File: config.mk
export PLATFORM = sky130hd
export DESIGN_NAME = matrix_power_mod_2x2_flat
export DESIGN_NICKNAME = d
export VERILOG_FILES = /design/src/hdl/mpm_pkg.sv /design/src/hdl/mpm_ifs.sv /design/src/hdl/matrix_power_mod_2x2.sv /design/src/hdl/mpm_mulred.sv /design/src/flat_wrapper.sv
export SDC_FILE = /design/constraint.sdc
export NUM_CORES = 1
export LEC_CHECK = 0
export ABC_AREA = 0
export BUFFER_PORTS_ARGS = -buffer_cell sky130_fd_sc_hd__buf_2
export CAP_MARGIN = 30
export CORE_ASPECT_RATIO = 2
export CORE_UTILIZATION = 62
export DETAILED_ROUTE_END_ITERATION = 6
export PLACE_DENSITY = 0.81
export SLEW_MARGIN = 15
export SYNTH_ARGS = -nofsm -noshare
export SYNTH_HDL_FRONTEND = slang
export SYNTH_SLANG_ARGS = --single-unit
File: constraint.sdc
create_clock -name i_clk -period 12.6 [get_ports i_clk]
set_input_delay 0.63 -clock i_clk [delete_from_list [all_inputs] [get_ports i_clk]]
set_output_delay 0.63 -clock i_clk [all_outputs]
set_load 0.01 [all_outputs]
File: src/hdl/mpm_pkg.sv
`timescale 1ns / 1ps
// ----------------------------------------------------------------------------
// mpm_pkg: shared constants for the 2x2 modular matrix power block
// Default field widths and the number of remainder bits retired per cycle.
// ----------------------------------------------------------------------------
package mpm_pkg;

    // Width of matrix entries and modulus
    localparam int MOD_BITS = 16;
    // Width of the exponent
    localparam int EXP_BITS = 31;
    // Dividend bits consumed per cycle by the remainder unit
    localparam int RED_STEP = 4;

endpackage

File: src/hdl/mpm_ifs.sv
`timescale 1ns / 1ps
// ----------------------------------------------------------------------------
// mpm channel interfaces
// Valid/ready channels for the input matrix request and the result matrix.
// ----------------------------------------------------------------------------
interface mpm_in_if #(
    parameter int MOD_BITS = mpm_pkg::MOD_BITS,
    parameter int EXP_BITS = mpm_pkg::EXP_BITS
);
    logic                valid;
    logic                ready;
    logic [MOD_BITS-1:0] a00;
    logic [MOD_BITS-1:0] a01;
    logic [MOD_BITS-1:0] a10;
    logic [MOD_BITS-1:0] a11;
    logic [EXP_BITS-1:0] exponent;
    logic [MOD_BITS-1:0] modulus;

    modport source (output valid, a00, a01, a10, a11, exponent, modulus, input ready);
    modport sink   (input valid, a00, a01, a10, a11, exponent, modulus, output ready);
endinterface

interface mpm_out_if #(
    parameter int MOD_BITS = mpm_pkg::MOD_BITS
);
    logic                valid;
    logic                ready;
    logic [MOD_BITS-1:0] r00;
    logic [MOD_BITS-1:0] r01;
    logic [MOD_BITS-1:0] r10;
    logic [MOD_BITS-1:0] r11;

    modport source (output valid, r00, r01, r10, r11, input ready);
    modport sink   (input valid, r00, r01, r10, r11, output ready);
endinterface

File: src/hdl/matrix_power_mod_2x2.sv
`timescale 1ns / 1ps
// ----------------------------------------------------------------------------
// matrix_power_mod_2x2: 2x2 matrix power modulo m
// Left-to-right square-and-multiply over all exponent bits, every matrix
// entry computed on one shared multiply and reduce unit.
//
//   channel  dir  handshake            payload
//   i_req    in   valid/ready          a00 a01 a10 a11 exponent modulus
//   o_rsp    out  valid/ready          r00 r01 r10 r11
//
// Each matrix entry is one issue state plus one pass through the shared
// unit; a matrix product is four entries plus one update state.
// i_req.ready is high only while no item is in work.
// A result waits in the output register; a stalled o_rsp holds the block
// before it loads the next result.
// Reset clears control state only.
// ----------------------------------------------------------------------------
module matrix_power_mod_2x2 #(
    parameter int MOD_BITS = mpm_pkg::MOD_BITS,
    parameter int EXP_BITS = mpm_pkg::EXP_BITS
) (
    input  logic        i_clk,
    input  logic        i_rst_n,
    mpm_in_if.sink      i_req,
    mpm_out_if.source   o_rsp
);
    import mpm_pkg::*;

    localparam int BIT_W = (EXP_BITS > 1) ? $clog2(EXP_BITS) : 1;

    localparam logic [1:0] ENT_00 = 2'd0;
    localparam logic [1:0] ENT_01 = 2'd1;
    localparam logic [1:0] ENT_10 = 2'd2;
    localparam logic [1:0] ENT_11 = 2'd3;

    typedef struct packed {
        logic [MOD_BITS-1:0] e00;
        logic [MOD_BITS-1:0] e01;
        logic [MOD_BITS-1:0] e10;
        logic [MOD_BITS-1:0] e11;
    } t_mat;

    typedef enum logic [2:0] {
        ST_IDLE,
        ST_ISSUE,
        ST_WAIT,
        ST_STEP,
        ST_OUT
    } t_state;

    t_state              r_state;
    t_mat                r_acc;
    t_mat                r_base;
    t_mat                r_res;
    t_mat                r_out;
    logic [MOD_BITS:0]   r_mod;
    logic [EXP_BITS-1:0] r_exp;
    logic [BIT_W-1:0]    r_bit;
    logic                r_mul_base;
    logic [1:0]          r_ent;
    logic                r_out_valid;

    t_mat                rhs;
    logic [MOD_BITS-1:0] op_x0, op_y0, op_x1, op_y1;
    logic                mr_start;
    logic                mr_done;
    logic [MOD_BITS-1:0] mr_result;
    logic                in_xfer;
    logic                out_xfer;
    logic                out_load;

    assign in_xfer  = i_req.valid && i_req.ready;
    assign out_xfer = o_rsp.valid && o_rsp.ready;
    assign out_load = (r_state == ST_OUT) && (!r_out_valid || o_rsp.ready);
    assign mr_start = (r_state == ST_ISSUE);

    // Select operands for one entry of acc * rhs
    always_comb begin
        rhs = r_mul_base ? r_base : r_acc;
        unique case (r_ent)
            ENT_00: begin
                op_x0 = r_acc.e00; op_y0 = rhs.e00; op_x1 = r_acc.e01; op_y1 = rhs.e10;
            end
            ENT_01: begin
                op_x0 = r_acc.e00; op_y0 = rhs.e01; op_x1 = r_acc.e01; op_y1 = rhs.e11;
            end
            ENT_10: begin
                op_x0 = r_acc.e10; op_y0 = rhs.e00; op_x1 = r_acc.e11; op_y1 = rhs.e10;
            end
            default: begin
                op_x0 = r_acc.e10; op_y0 = rhs.e01; op_x1 = r_acc.e11; op_y1 = rhs.e11;
            end
        endcase
    end

    mpm_mulred #(
        .MOD_BITS (MOD_BITS),
        .RED_STEP (RED_STEP)
    ) u_mulred (
        .i_clk     (i_clk),
        .i_rst_n   (i_rst_n),
        .i_start   (mr_start),
        .i_x0      (op_x0),
        .i_y0      (op_y0),
        .i_x1      (op_x1),
        .i_y1      (op_y1),
        .i_modulus (r_mod),
        .o_done    (mr_done),
        .o_result  (mr_result)
    );

    // Sequence squares and base multiplies, hold the result register
    always_ff @(posedge i_clk) begin
        if (!i_rst_n) begin
            r_state     <= ST_IDLE;
            r_out_valid <= 1'b0;
            r_ent       <= ENT_00;
            r_mul_base  <= 1'b0;
        end else begin
            if (out_load) begin
                r_out       <= r_acc;
                r_out_valid <= 1'b1;
            end else if (out_xfer) begin
                r_out_valid <= 1'b0;
            end

            unique case (r_state)
                ST_IDLE: begin
                    if (in_xfer) begin
                        r_base.e00 <= i_req.a00;
                        r_base.e01 <= i_req.a01;
                        r_base.e10 <= i_req.a10;
                        r_base.e11 <= i_req.a11;
                        // Identity; the first square reduces it modulo m
                        r_acc.e00  <= MOD_BITS'(1);
                        r_acc.e01  <= '0;
                        r_acc.e10  <= '0;
                        r_acc.e11  <= MOD_BITS'(1);
                        // Zero modulus stands for 2^MOD_BITS
                        r_mod      <= (i_req.modulus == '0) ? {1'b1, {MOD_BITS{1'b0}}}
                                                            : {1'b0, i_req.modulus};
                        r_exp      <= i_req.exponent;
                        r_bit      <= BIT_W'(EXP_BITS - 1);
                        r_mul_base <= 1'b0;
                        r_ent      <= ENT_00;
                        r_state    <= ST_ISSUE;
                    end
                end
                ST_ISSUE: begin
                    r_state <= ST_WAIT;
                end
                ST_WAIT: begin
                    if (mr_done) begin
                        case (r_ent)
                            ENT_00:  r_res.e00 <= mr_result;
                            ENT_01:  r_res.e01 <= mr_result;
                            ENT_10:  r_res.e10 <= mr_result;
                            default: r_res.e11 <= mr_result;
                        endcase
                        r_ent   <= r_ent + 2'd1;
                        r_state <= (r_ent == ENT_11) ? ST_STEP : ST_ISSUE;
                    end
                end
                ST_STEP: begin
                    r_acc <= r_res;
                    if (!r_mul_base && r_exp[r_bit]) begin
                        r_mul_base <= 1'b1;
                        r_state    <= ST_ISSUE;
                    end else begin
                        r_mul_base <= 1'b0;
                        if (r_bit == '0) begin
                            r_state <= ST_OUT;
                        end else begin
                            r_bit   <= r_bit - BIT_W'(1);
                            r_state <= ST_ISSUE;
                        end
                    end
                end
                ST_OUT: begin
                    if (out_load) begin
                        r_state <= ST_IDLE;
                    end
                end
                default: begin
                    r_state <= ST_IDLE;
                end
            endcase
        end
    end

    assign i_req.ready = (r_state == ST_IDLE);
    assign o_rsp.valid = r_out_valid;
    assign o_rsp.r00   = r_out.e00;
    assign o_rsp.r01   = r_out.e01;
    assign o_rsp.r10   = r_out.e10;
    assign o_rsp.r11   = r_out.e11;

    // The shared unit only reports back while an entry is awaited
    a_done_in_wait: assert property (@(posedge i_clk) disable iff (!i_rst_n)
        mr_done |-> (r_state == ST_WAIT))
        else $error("multiply-reduce done outside of wait state");

    // A base multiply only follows a set exponent bit
    a_mul_on_set_bit: assert property (@(posedge i_clk) disable iff (!i_rst_n)
        (r_state == ST_STEP && r_mul_base) |-> r_exp[r_bit])
        else $error("base multiply on a clear exponent bit");

    // A new result is fully reduced below the modulus
    a_result_reduced: assert property (@(posedge i_clk) disable iff (!i_rst_n)
        $rose(r_out_valid) |->
            ({1'b0, r_out.e00} < r_mod) && ({1'b0, r_out.e01} < r_mod) &&
            ({1'b0, r_out.e10} < r_mod) && ({1'b0, r_out.e11} < r_mod))
        else $error("result entry not reduced below modulus");

    // A result appears only when the sequencer finishes an item
    a_result_from_out: assert property (@(posedge i_clk) disable iff (!i_rst_n)
        $rose(r_out_valid) |-> ($past(r_state) == ST_OUT))
        else $error("result loaded outside of output state");

endmodule

File: src/hdl/mpm_mulred.sv
`timescale 1ns / 1ps
// ----------------------------------------------------------------------------
// mpm_mulred: shared multiply and modular reduce unit
// Computes (x0*y0 + x1*y1) mod m with one multiplier used twice and a
// restoring remainder loop that retires RED_STEP dividend bits per cycle.
// ----------------------------------------------------------------------------
module mpm_mulred #(
    parameter int MOD_BITS = mpm_pkg::MOD_BITS,
    parameter int RED_STEP = mpm_pkg::RED_STEP
) (
    input  logic                i_clk,
    input  logic                i_rst_n,
    input  logic                i_start,
    input  logic [MOD_BITS-1:0] i_x0,
    input  logic [MOD_BITS-1:0] i_y0,
    input  logic [MOD_BITS-1:0] i_x1,
    input  logic [MOD_BITS-1:0] i_y1,
    input  logic [MOD_BITS:0]   i_modulus,
    output logic                o_done,
    output logic [MOD_BITS-1:0] o_result
);
    import mpm_pkg::*;

    localparam int PROD_W  = 2 * MOD_BITS;
    localparam int SUM_W   = PROD_W + 1;
    localparam int RED_CYC = (SUM_W + RED_STEP - 1) / RED_STEP;
    localparam int PAD_W   = RED_CYC * RED_STEP;
    localparam int CNT_W   = (RED_CYC > 1) ? $clog2(RED_CYC) : 1;

    typedef enum logic [2:0] {
        ST_IDLE,
        ST_MUL0,
        ST_MUL1,
        ST_ADD,
        ST_RED,
        ST_DONE
    } t_state;

    t_state              r_state;
    logic [MOD_BITS-1:0] r_x0, r_y0, r_x1, r_y1;
    logic [PROD_W-1:0]   r_prod;
    logic [SUM_W-1:0]    r_sum;
    logic [PAD_W-1:0]    r_div;
    logic [MOD_BITS-1:0] r_rem;
    logic [CNT_W-1:0]    r_cnt;
    logic [MOD_BITS-1:0] n_rem;
    logic [MOD_BITS-1:0] mul_a;
    logic [MOD_BITS-1:0] mul_b;
    logic [PROD_W-1:0]   mul_p;

    // Feed the single multiplier with the first pair, then the second
    assign mul_a = (r_state == ST_MUL0) ? r_x0 : r_x1;
    assign mul_b = (r_state == ST_MUL0) ? r_y0 : r_y1;
    assign mul_p = PROD_W'(mul_a) * PROD_W'(mul_b);

    // Retire RED_STEP dividend bits: shift in, compare, subtract
    always_comb begin
        logic [MOD_BITS:0] t;
        n_rem = r_rem;
        for (int s = 0; s < RED_STEP; s++) begin
            t = {n_rem, r_div[PAD_W-1-s]};
            if (t >= i_modulus) begin
                t = t - i_modulus;
            end
            n_rem = t[MOD_BITS-1:0];
        end
    end

    // Sequence the two products, the add and the remainder loop
    always_ff @(posedge i_clk) begin
        if (!i_rst_n) begin
            r_state <= ST_IDLE;
            r_cnt   <= '0;
        end else begin
            unique case (r_state)
                ST_IDLE: begin
                    if (i_start) begin
                        r_x0    <= i_x0;
                        r_y0    <= i_y0;
                        r_x1    <= i_x1;
                        r_y1    <= i_y1;
                        r_state <= ST_MUL0;
                    end
                end
                ST_MUL0: begin
                    r_prod  <= mul_p;
                    r_state <= ST_MUL1;
                end
                ST_MUL1: begin
                    r_sum   <= SUM_W'(r_prod);
                    r_prod  <= mul_p;
                    r_state <= ST_ADD;
                end
                ST_ADD: begin
                    r_div   <= PAD_W'(r_sum + SUM_W'(r_prod));
                    r_rem   <= '0;
                    r_cnt   <= '0;
                    r_state <= ST_RED;
                end
                ST_RED: begin
                    r_rem <= n_rem;
                    r_div <= r_div << RED_STEP;
                    r_cnt <= r_cnt + CNT_W'(1);
                    if (r_cnt == CNT_W'(RED_CYC - 1)) begin
                        r_state <= ST_DONE;
                    end
                end
                ST_DONE: begin
                    r_state <= ST_IDLE;
                end
                default: begin
                    r_state <= ST_IDLE;
                end
            endcase
        end
    end

    assign o_done   = (r_state == ST_DONE);
    assign o_result = r_rem;

endmodule
File: src/flat_wrapper.sv
// flat-port wrapper written by rule: the top's interface ports become plain ports
module matrix_power_mod_2x2_flat import mpm_pkg::*;
#(
    parameter int MOD_BITS = mpm_pkg::MOD_BITS,
    parameter int EXP_BITS = mpm_pkg::EXP_BITS
)
  (i_clk, i_rst_n, i_req_valid, i_req_a00, i_req_a01, i_req_a10, i_req_a11, i_req_exponent, i_req_modulus, i_req_ready, o_rsp_valid, o_rsp_r00, o_rsp_r01, o_rsp_r10, o_rsp_r11, o_rsp_ready);
  mpm_in_if #(.MOD_BITS(MOD_BITS), .EXP_BITS(EXP_BITS)) i_req_i ();
  mpm_out_if #(.MOD_BITS(MOD_BITS)) o_rsp_i ();
  input  logic i_clk;
  input  logic i_rst_n;
  input wire logic [$bits(i_req_i.valid)-1:0] i_req_valid;
  input wire logic [$bits(i_req_i.a00)-1:0] i_req_a00;
  input wire logic [$bits(i_req_i.a01)-1:0] i_req_a01;
  input wire logic [$bits(i_req_i.a10)-1:0] i_req_a10;
  input wire logic [$bits(i_req_i.a11)-1:0] i_req_a11;
  input wire logic [$bits(i_req_i.exponent)-1:0] i_req_exponent;
  input wire logic [$bits(i_req_i.modulus)-1:0] i_req_modulus;
  output wire logic [$bits(i_req_i.ready)-1:0] i_req_ready;
  output wire logic [$bits(o_rsp_i.valid)-1:0] o_rsp_valid;
  output wire logic [$bits(o_rsp_i.r00)-1:0] o_rsp_r00;
  output wire logic [$bits(o_rsp_i.r01)-1:0] o_rsp_r01;
  output wire logic [$bits(o_rsp_i.r10)-1:0] o_rsp_r10;
  output wire logic [$bits(o_rsp_i.r11)-1:0] o_rsp_r11;
  input wire logic [$bits(o_rsp_i.ready)-1:0] o_rsp_ready;
  assign i_req_i.valid = i_req_valid;
  assign i_req_i.a00 = i_req_a00;
  assign i_req_i.a01 = i_req_a01;
  assign i_req_i.a10 = i_req_a10;
  assign i_req_i.a11 = i_req_a11;
  assign i_req_i.exponent = i_req_exponent;
  assign i_req_i.modulus = i_req_modulus;
  assign i_req_ready = i_req_i.ready;
  assign o_rsp_valid = o_rsp_i.valid;
  assign o_rsp_r00 = o_rsp_i.r00;
  assign o_rsp_r01 = o_rsp_i.r01;
  assign o_rsp_r10 = o_rsp_i.r10;
  assign o_rsp_r11 = o_rsp_i.r11;
  assign o_rsp_i.ready = o_rsp_ready;
  matrix_power_mod_2x2 #(.MOD_BITS(MOD_BITS), .EXP_BITS(EXP_BITS)) u_core (.i_clk(i_clk), .i_rst_n(i_rst_n), .i_req(i_req_i), .o_rsp(o_rsp_i));
endmodule
==> results of run 1 <==
-- per-layer routing --
layer,share of wire,global-route usage
met5,0.00011,0
met4,0.10,0.317
met3,0.056,0.0554
met2,0.54,0.664
met1,0.30,0.316
-- Yosys cell counts (4+ instances only) --
| cell | number | area [µm²] |
|---|---|---|
| a2111oi_0 | 5 | 43.8 |
| a211oi_1 | 16 | 120 |
| a21o_1 | 45 | 338 |
| a21oi_1 | 118 | 591 |
| a31oi_1 | 12 | 75.1 |
| and2_1 | 93 | 582 |
| and3_1 | 16 | 100 |
| and4_1 | 4 | 35.0 |
| buf_1 | 5 | 18.8 |
| clkbuf_1 | 83 | 312 |
| dfxtp_1 | 14 | 280 |
| edfxtp_1 | 489 | 14700 |
| fa_1 | 199 | 3980 |
| ha_1 | 212 | 2650 |
| inv_1 | 278 | 1040 |
| mux2_2 | 91 | 1020 |
| mux2i_1 | 30 | 300 |
| mux4_2 | 41 | 923 |
| nand2_1 | 242 | 908 |
| nand2b_1 | 30 | 188 |
| nand3_1 | 21 | 105 |
| nand3b_1 | 5 | 37.5 |
| nand4_1 | 13 | 81.3 |
| nor2_1 | 163 | 612 |
| nor2b_1 | 19 | 119 |
| nor3_1 | 35 | 175 |
| nor3b_1 | 5 | 37.5 |
| nor4_1 | 7 | 43.8 |
| o211ai_1 | 12 | 90.1 |
| o21a_1 | 20 | 150 |
| o21ai_0 | 77 | 385 |
| o21bai_1 | 17 | 128 |
| o221ai_1 | 5 | 43.8 |
| o31a_1 | 7 | 61.3 |
| o31ai_1 | 6 | 45.0 |
| or2_2 | 5 | 31.3 |
| or3_1 | 5 | 31.3 |
| xnor2_1 | 63 | 552 |
| xor2_1 | 40 | 350 |
-- stage by stage --
| stage | utilization | cells |
|---|---|---|
| final | 0.690 | 3468 |
| after floorplan | - | 2601 |
| after global routing | 0.690 | 3468 |
| after detailed placement | 0.659 | 3380 |
| after global placement | 0.657 | 3373 |
| after CTS | 0.689 | 3460 |
-- cell type report --
type	instances	area, µm²
Antenna cell	6	15.0
Clock buffer	52	1170
Clock inverter	28	328
Fill cell	3534	15800
Inverter	278	1040
Multi-Input combinational cell	1729	15400
Sequential cell	503	15000
Tap cell	654	818
Timing Repair Buffer	218	1250
-- how the worst max path moves through the flow --
stage,slack [ns],cells after the start,end
after floorplan,3.77,38,u_core.u_mulred.o_result[7]
after global placement,1.50,36,u_core.u_mulred.o_result[12]
after detailed placement,1.35,36,u_core.u_mulred.o_result[12]
after CTS,1.30,36,u_core.u_mulred.o_result[12]
after global routing,1.07,36,u_core.u_mulred.o_result[12]
final,1.57,36,u_core.u_mulred.o_result[12]
-- worst reg2reg max path: cells and delay by family, from the launching register on --
kind	cells	cell delay, ns
simple gates	4	0.86
compound gates	21	6.05
flops	1	0.43
fa+ha+maj	4	1.31
mux	4	1.65
buf+inv	3	0.51
-- flip-flops by register name (all words and copies together), names as in the netlist, 17 cells and up --
signal and flops:
u_core.r_acc 64, u_core.r_base 64, u_core.r_res 64, u_core.u_mulred.r_div 36
u_core.u_mulred.r_prod 32, u_core.u_mulred.r_sum 32, u_core.r_exp 31, u_core.r_mod 17
-- logic make-up after synthesis --
group	after synthesis
simple gates	670
flops	503
fa+ha+maj	411
compound gates	383
buf+inv	369
mux	162
xor+xnor	103
==> key figures, run 1 <==
Outcome
  • Outcome: completed

Detailed routing
  • Avg WL per Cell: 25.7 µm
  • 1st-pass router iterations: 6
  • Vias: 21,509
  • DR vias/cell: 6.20
  • Initial DRC count: 1,476
  • DRC errors left: 0
  • Remaining antenna violation count after routing: 0
  • Routed wire length: 89,200 µm

Clock tree
  • Clock root buffer: clkbuf_16
  • Worst-path clk slew: 0.07 ns
  • Clk sink count: 503
  • Clock tree from TritonCTS: done
  • Max Buffers Root-to-Sink: 3
  • Num CTS Buffers: 44
  • Later-pin clock latency in the skew report: 0.59 ns
  • H-tree depth: 2
  • Resized Gates After CTS: 0
  • Setup Fix Bufs, Post-CTS: 0
  • Hold_buf cts: 0

Hold path
  • WHS Endpoint: u_core.r_base[36]
  • Worst Hold Depth: 1
  • Worst hold path startpoint: i_req_a01[4]
  • Worst min-delay path category: input pin to register

Timing
  • Count of final setup violators: 0
  • Setup TNS: 0 ns
  • Setup Skew: 0.0265 ns
  • Hold_ws: 0.212 ns
  • PnR worst setup slack: 1.57 ns
  • Worst-Margin Slew: 1.03 ns
  • Final period util: 0.876
  • Worst relative slew slack: 0.311
  • Fin. Hold Viols: 0
  • Fmax: 90.6 MHz
  • Minimum clock period: 11.03 ns
  • Max Slew Vio Count: 0
  • RSZ-0062 raised after global routing: no

Critical path
  • CP required: 12.95 ns
  • Critical path's top delay family: compound AO/OA/AOI/OAI gates
  • Most frequent CP cell: o31a_1
  • Startpoint types: register
  • R2R Setup Slk: 1.57 ns
  • Critical path's largest stage delay: 0.55 ns
  • Crit path buf inv count: 3
  • Worst r2r src: u_core.r_mod[1]
  • CP arrival: 11.38 ns
  • Crit path max-delay cell type: o211ai_4
  • Setup CP Type: register to register
  • FF-to-FF End: u_core.u_mulred.o_result[12]
  • Worst R2R Path Depth: 36
  • Worst-path fanout max: 17
  • Crit path launch: u_core.r_mod[1]
  • Critical Path End Type: register

Global route
  • Largest net degree at the start of global routing: 74
  • Vias in the first global route: 23,216
  • Total gr overflow: 0
  • First-pass GRT wire length: 133,000 µm
  • Antenna violations before repair: 7
  • Overall Global Routing Usage: 0.353

Synth
  • Yosys warns: 0
  • Main combinational cell family by area after synthesis: adder cells
  • Avg Cell Area, Syn: 12.2 µm²
  • Mux contribution to synthesized area: 0.0708
  • Syn Inst Count: 2,601
  • Seq/Total Area, Yosys: 0.471
  • Synth Net Count: 3,127
  • Synth Area in Compound Gates: 0.0776
  • Xor and xnor area share after synthesis: 0.0284
  • Yosys cell types: 75
  • Mapped cell area: 0.0318 mm²
  • Simple-Gate Fraction of Synth Area: 0.0989
  • Yosys reg bits: 503
  • EDFF count, synth: 489
  • Async SR Flop Fraction: 0
  • Adder-Cell Fraction of Synth Area: 0.209
  • Top_reg_cell synth: edfxtp_1

Floorplan
  • Die width: 162 µm
  • Die area: 0.0522 mm²
  • Core area: 0.0508 mm²
  • IO Pins: 181
  • Rows: 117
  • Height of the die: 322 µm
  • Initial cell density of the core: 0.625

Final layout
  • Fraction of layout cells with a size suffix above 1: 0.160
  • Commonest non-fill, non-tap cells in the layout: 489 x edfxtp_1, 278 x inv_1, 242 x nand2_1
  • Commonest non-fill, non-tap cell in the layout: edfxtp_1
  • Area grow syn2layout: 10.3%
  • Design area: 0.0350 mm²
  • Final #Nets: 3,300

Job
  • Total of max-cap violations: 0

Placement
  • PortBufs: 180
  • DP Area: 0.0335 mm²
  • Placer congestion estimate: 1.09
  • Pre-CTS setup slack: 1.35 ns
  • DP Wirelength: 69,200 µm
Power of run 1 is left out: the tool's default activity adds up to more than one toggle a clock period on the data nets, which glitch-free logic cannot reach.
==> inputs of run 2 (changes only) <==
--- a/config.mk
+++ b/config.mk
@@ -9,9 +9,8 @@
 export BUFFER_PORTS_ARGS = -buffer_cell sky130_fd_sc_hd__buf_2
 export CAP_MARGIN = 30
 export CORE_ASPECT_RATIO = 2
-export CORE_UTILIZATION = 62
+export CORE_UTILIZATION = 25
 export DETAILED_ROUTE_END_ITERATION = 6
-export PLACE_DENSITY = 0.81
 export SLEW_MARGIN = 15
 export SYNTH_ARGS = -nofsm -noshare
 export SYNTH_HDL_FRONTEND = slang
==> run 2 against run 1 <==
Hold slack worse by 0.052 ns. Cell count up 30%. Critical path depth up 1. Worst setup slack better by 0.20 ns. Die area up 150%. Largest cell class unchanged. Highest routed layer unchanged.
==> key figures, run 2 (synthesis results as in run 1) <==
Outcome
  • Outcome: completed

Timing
  • Max Slew Vio Count: 0
  • Fmax: 92.3 MHz
  • Worst relative slew slack: 0.293
  • Worst-Margin Slew: 1.03 ns
  • RSZ-0062 raised after global routing: no
  • Final period util: 0.860
  • Fin. Hold Viols: 0
  • Setup TNS: 0 ns
  • Minimum clock period: 10.83 ns
  • PnR worst setup slack: 1.77 ns
  • Count of final setup violators: 0
  • Setup Skew: 0.0412 ns
  • Hold_ws: 0.161 ns

Floorplan
  • Initial cell density of the core: 0.252
  • IO Pins: 181
  • Core area: 0.126 mm²
  • Height of the die: 506 µm
  • Die area: 0.129 mm²
  • Rows: 184
  • Die width: 254 µm

Clock tree
  • Later-pin clock latency in the skew report: 0.64 ns
  • Max Buffers Root-to-Sink: 3
  • Clk sink count: 503
  • Setup Fix Bufs, Post-CTS: 0
  • Resized Gates After CTS: 0
  • H-tree depth: 2
  • Clock root buffer: clkbuf_16
  • Hold_buf cts: 0
  • Num CTS Buffers: 49
  • Worst-path clk slew: 0.07 ns
  • Clock tree from TritonCTS: done

Critical path
  • CP arrival: 11.28 ns
  • Worst R2R Path Depth: 37
  • Crit path max-delay cell type: o21a_1
  • Critical path's largest stage delay: 0.49 ns
  • Critical path's top delay family: compound AO/OA/AOI/OAI gates
  • Crit path buf inv count: 4
  • FF-to-FF End: u_core.u_mulred.o_result[12]
  • Setup CP Type: register to register
  • Worst r2r src: u_core.r_mod[1]
  • CP required: 13.04 ns
  • Startpoint types: register
  • R2R Setup Slk: 1.77 ns
  • Critical Path End Type: register
  • Worst-path fanout max: 16

Final layout
  • Fraction of layout cells with a size suffix above 1: 0.160
  • Area grow syn2layout: 14.5%
  • Regs by FF count: u_core.r_acc x64, u_core.r_base x64, u_core.r_res x64
  • Layout Utilization: 0.289
  • Fillers: 12,928
  • Commonest non-fill, non-tap cell in the layout: edfxtp_1
  • Final #Nets: 3,300
  • Commonest non-fill, non-tap cells in the layout: 489 x edfxtp_1, 278 x inv_1, 242 x nand2_1

Detailed routing
  • DR vias/cell: 4.61
  • Avg WL per Cell: 20.3 µm
  • Vias: 20,705
  • Remaining antenna violation count after routing: 0
  • Routed wire length: 91,300 µm
  • DRC errors left: 0
  • 1st-pass router iterations: 5
  • Initial DRC count: 972

Global route
  • Largest net degree at the start of global routing: 74
  • Total gr overflow: 0
  • Overall Global Routing Usage: 0.144
  • Vias in the first global route: 22,384
  • Antenna violations before repair: 11
  • First-pass GRT wire length: 137,000 µm

Hold path
  • Worst Hold Depth: 1
  • WHS Endpoint: u_core.r_base[42]
  • Worst min-delay path category: input pin to register
  • Worst hold path startpoint: i_req_a01[10]

Placement
  • PortBufs: 180
  • DP Wirelength: 73,600 µm
  • Placer congestion estimate: 0.930
  • Pre-CTS setup slack: 1.72 ns

Job
  • Total of max-cap violations: 0
run 2: layer usage:
| layer | GRT usage | share of wire | vias to the layer above |
|---|---|---|---|
| met5 | 0 | 0.00031 | - |
| li1 | - | - | 9482 |
| met1 | 0.145 | 0.35 | 10400 |
| met2 | 0.276 | 0.54 | 578 |
| met4 | 0.0928 | 0.071 | 4 |
| met3 | 0.0157 | 0.035 | 241 |
run 2: worst reg2reg max path, delay by kind of cell, from the launching register on:
family	cells	cell delay, ns
adder cells (fa/ha/maj)	4	1.34
AO/OA/AOI/OAI	20	5.77
AND/OR/NAND/NOR	5	0.84
buffers and inverters	4	0.78
flip-flops	1	0.47
multiplexers	4	1.48
run 2: worst max-delay path by stage:
stage / end / slack (ns) / startpoint / depth (start not counted)
floorplan: u_core.u_mulred.o_result[7] / 3.77 / u_core.r_mod[1] / 38
global placement: u_core.u_mulred.o_result[12] / 1.46 / u_core.r_mod[1] / 36
detailed placement: u_core.u_mulred.o_result[12] / 1.72 / u_core.r_mod[1] / 37
CTS: u_core.u_mulred.o_result[12] / 1.69 / u_core.r_mod[1] / 37
global route: u_core.u_mulred.o_result[12] / 1.23 / u_core.r_mod[1] / 37
finish: u_core.u_mulred.o_result[12] / 1.77 / u_core.r_mod[1] / 37
run 2: area by class of cell:
cell class / instances / area, µm² / area share
clock inverters: 36 / 359 / 0.00988
multi-input cells: 1729 / 15400 / 0.425
well taps: 1674 / 2090 / 0.0576
inverters: 278 / 1040 / 0.0287
diodes: 5 / 12.5 / 0.000344
clock buffers: 55 / 1250 / 0.0343
repair buffers: 213 / 1190 / 0.0326
flip-flops and latches: 503 / 15000 / 0.412
run 2: through the flow:
stage | instances | cell area [µm²]
after floorplan | 2601 | 31800
after global placement | 4390 | 34600
after detailed placement | 4396 | 34700
after CTS | 4487 | 36300
after global routing | 4489 | 36300
final | 4493 | 36400
Power of run 2 is left out for the same reason.
==> inputs of run 3 (changes only) <==
--- a/config.mk
+++ b/config.mk
@@ -11,6 +11,7 @@
 export CORE_ASPECT_RATIO = 2
 export CORE_UTILIZATION = 25
 export DETAILED_ROUTE_END_ITERATION = 6
+export MAX_ROUTING_LAYER = met4
 export SLEW_MARGIN = 15
 export SYNTH_ARGS = -nofsm -noshare
 export SYNTH_HDL_FRONTEND = slang
==> run 3 against run 2 <==
Critical endpoint unchanged. Cell count is essentially flat. Count of clock-buffer cells in the layout grew 1. Routed wire length grew 0.74%. Sequential share of layout area shrank 0.062 points. Critical path type unchanged. Non-clock buffer count grew 1. Hold slack lost 0.023 ns. Cell area grew 0.15%. Critical path depth shrank 2.
==> key figures, run 3 (synthesis results as in run 1) <==
Critical path
  • CP arrival: 12.13 ns
  • CP required: 13.06 ns
  • Startpoint types: register
  • R2R Setup Slk: 0.93 ns
  • Crit path max-delay cell type: o211ai_4
  • Worst R2R Path Depth: 35
  • Setup CP Type: register to register
  • Worst-path fanout max: 17
  • Critical path's largest stage delay: 0.61 ns
  • Critical Path End Type: register

Timing
  • Worst-Margin Slew: 0.975 ns
  • Max Slew Vio Count: 0
  • RSZ-0062 raised after global routing: no
  • Setup Skew: 0.0540 ns
  • Fmax: 85.7 MHz
  • Fin. Hold Viols: 0
  • Worst relative slew slack: 0.331
  • Hold_ws: 0.137 ns
  • Setup TNS: 0 ns
  • Count of final setup violators: 0
  • Final period util: 0.926
  • Minimum clock period: 11.67 ns

Floorplan
  • Die width: 254 µm
  • Die area: 0.129 mm²
  • IO Pins: 181
  • Height of the die: 506 µm
  • Rows: 184
  • Core area: 0.126 mm²
  • Initial cell density of the core: 0.252

Detailed routing
  • 1st-pass router iterations: 5
  • Vias: 20,699
  • Initial DRC count: 1,196
  • DR vias/cell: 4.60
  • DRC errors left: 0
  • Avg WL per Cell: 20.5 µm
  • Remaining antenna violation count after routing: 0
  • Routed wire length: 91,900 µm

Final layout
  • Regs by FF count: u_core.r_acc x64, u_core.r_base x64, u_core.r_res x64
  • Commonest non-fill, non-tap cells in the layout: 489 x edfxtp_1, 278 x inv_1, 242 x nand2_1
  • Final #Nets: 3,301
  • Fillers: 12,847
  • Commonest non-fill, non-tap cell in the layout: edfxtp_1
  • Design area: 0.0364 mm²
  • Fraction of layout cells with a size suffix above 1: 0.158
  • Area grow syn2layout: 14.7%

Outcome
  • Outcome: completed

Global route
  • Overall Global Routing Usage: 0.150
  • Most Crowded Layer GR: met2
  • Total gr overflow: 0
  • Grt met3 use: 0.0143
  • Vias in the first global route: 21,960
  • Largest net degree at the start of global routing: 66
  • First-pass GRT wire length: 137,000 µm
  • Antenna violations before repair: 8
  • Grt met1 use: 0.149
  • Met2 Usage GRT: 0.281

Placement
  • DP Wirelength: 74,200 µm
  • Placer congestion estimate: 0.979
  • PortBufs: 180
  • DP Area: 0.0347 mm²

Clock tree
  • Num CTS Buffers: 49
  • Resized Gates After CTS: 0
  • Hold_buf cts: 0
  • Later-pin clock latency in the skew report: 0.67 ns
  • Setup Fix Bufs, Post-CTS: 0
  • H-tree depth: 2
  • Clock root buffer: clkbuf_16
  • Clk sink count: 503
  • Clock tree from TritonCTS: done
  • Worst-path clk slew: 0.07 ns
  • Max Buffers Root-to-Sink: 3

Hold path
  • Worst Hold Depth: 1
  • Worst min-delay path category: input pin to register

Job
  • Total of max-cap violations: 0
## run 3: changes by cell type in the layout (fill, tap and decap cells not counted), moves of 2 or more
cell	change
inv_6	-6
clkinv_2	-3
clkinv_16	+3
clkinvlp_4	-3
clkinv_1	+4
buf_8	-2
diode_2	+4
## run 3: final timing paths
check,from,to
max,u_core.r_mod[1],u_core.u_mulred.o_result[12]
min,i_req_exponent[9],u_core.r_exp[9]
max reg2reg,u_core.r_mod[1],u_core.u_mulred.o_result[12]
min reg2reg,u_core.u_mulred.r_prod[14],u_core.u_mulred.r_sum[14]
## run 3: cell type report
| cell class | instances | area, µm² | share of cell area |
|---|---|---|---|
| multi-input combinational | 1729 | 15400 | 0.424 |
| sequential | 503 | 15000 | 0.411 |
| tap | 1674 | 2090 | 0.0575 |
| clock buffer | 56 | 1250 | 0.0344 |
| timing repair buffer | 214 | 1180 | 0.0323 |
| inverter | 278 | 1040 | 0.0287 |
| clock inverter | 32 | 409 | 0.0112 |
| antenna | 9 | 22.5 | 0.000619 |
## run 3: routing by layer
metal,wire length [µm],share of wire
met1,32700,0.36
met2,50800,0.55
met3,2910,0.032
met4,5520,0.060
met5,0,0
## run 3: critical path, delay by kind of cell, from the launching register on
| kind | cells | cell delay [ns] |
|---|---|---|
| flops | 1 | 0.43 |
| compound gates | 21 | 7.02 |
| fa+ha+maj | 4 | 1.34 |
| mux | 3 | 1.25 |
| simple gates | 5 | 1.00 |
| buf+inv | 2 | 0.41 |
## run 3: metrics by stage
step                      instances   util  worst slack, ns
final                          4495  0.289            0.928
after CTS                      4483  0.289            0.838
after floorplan                2601      -             3.77
after global placement         4391  0.275            0.924
after detailed placement       4395  0.276            0.849
after global routing           4489  0.289            0.353
Power of run 3 is left out for the same reason.
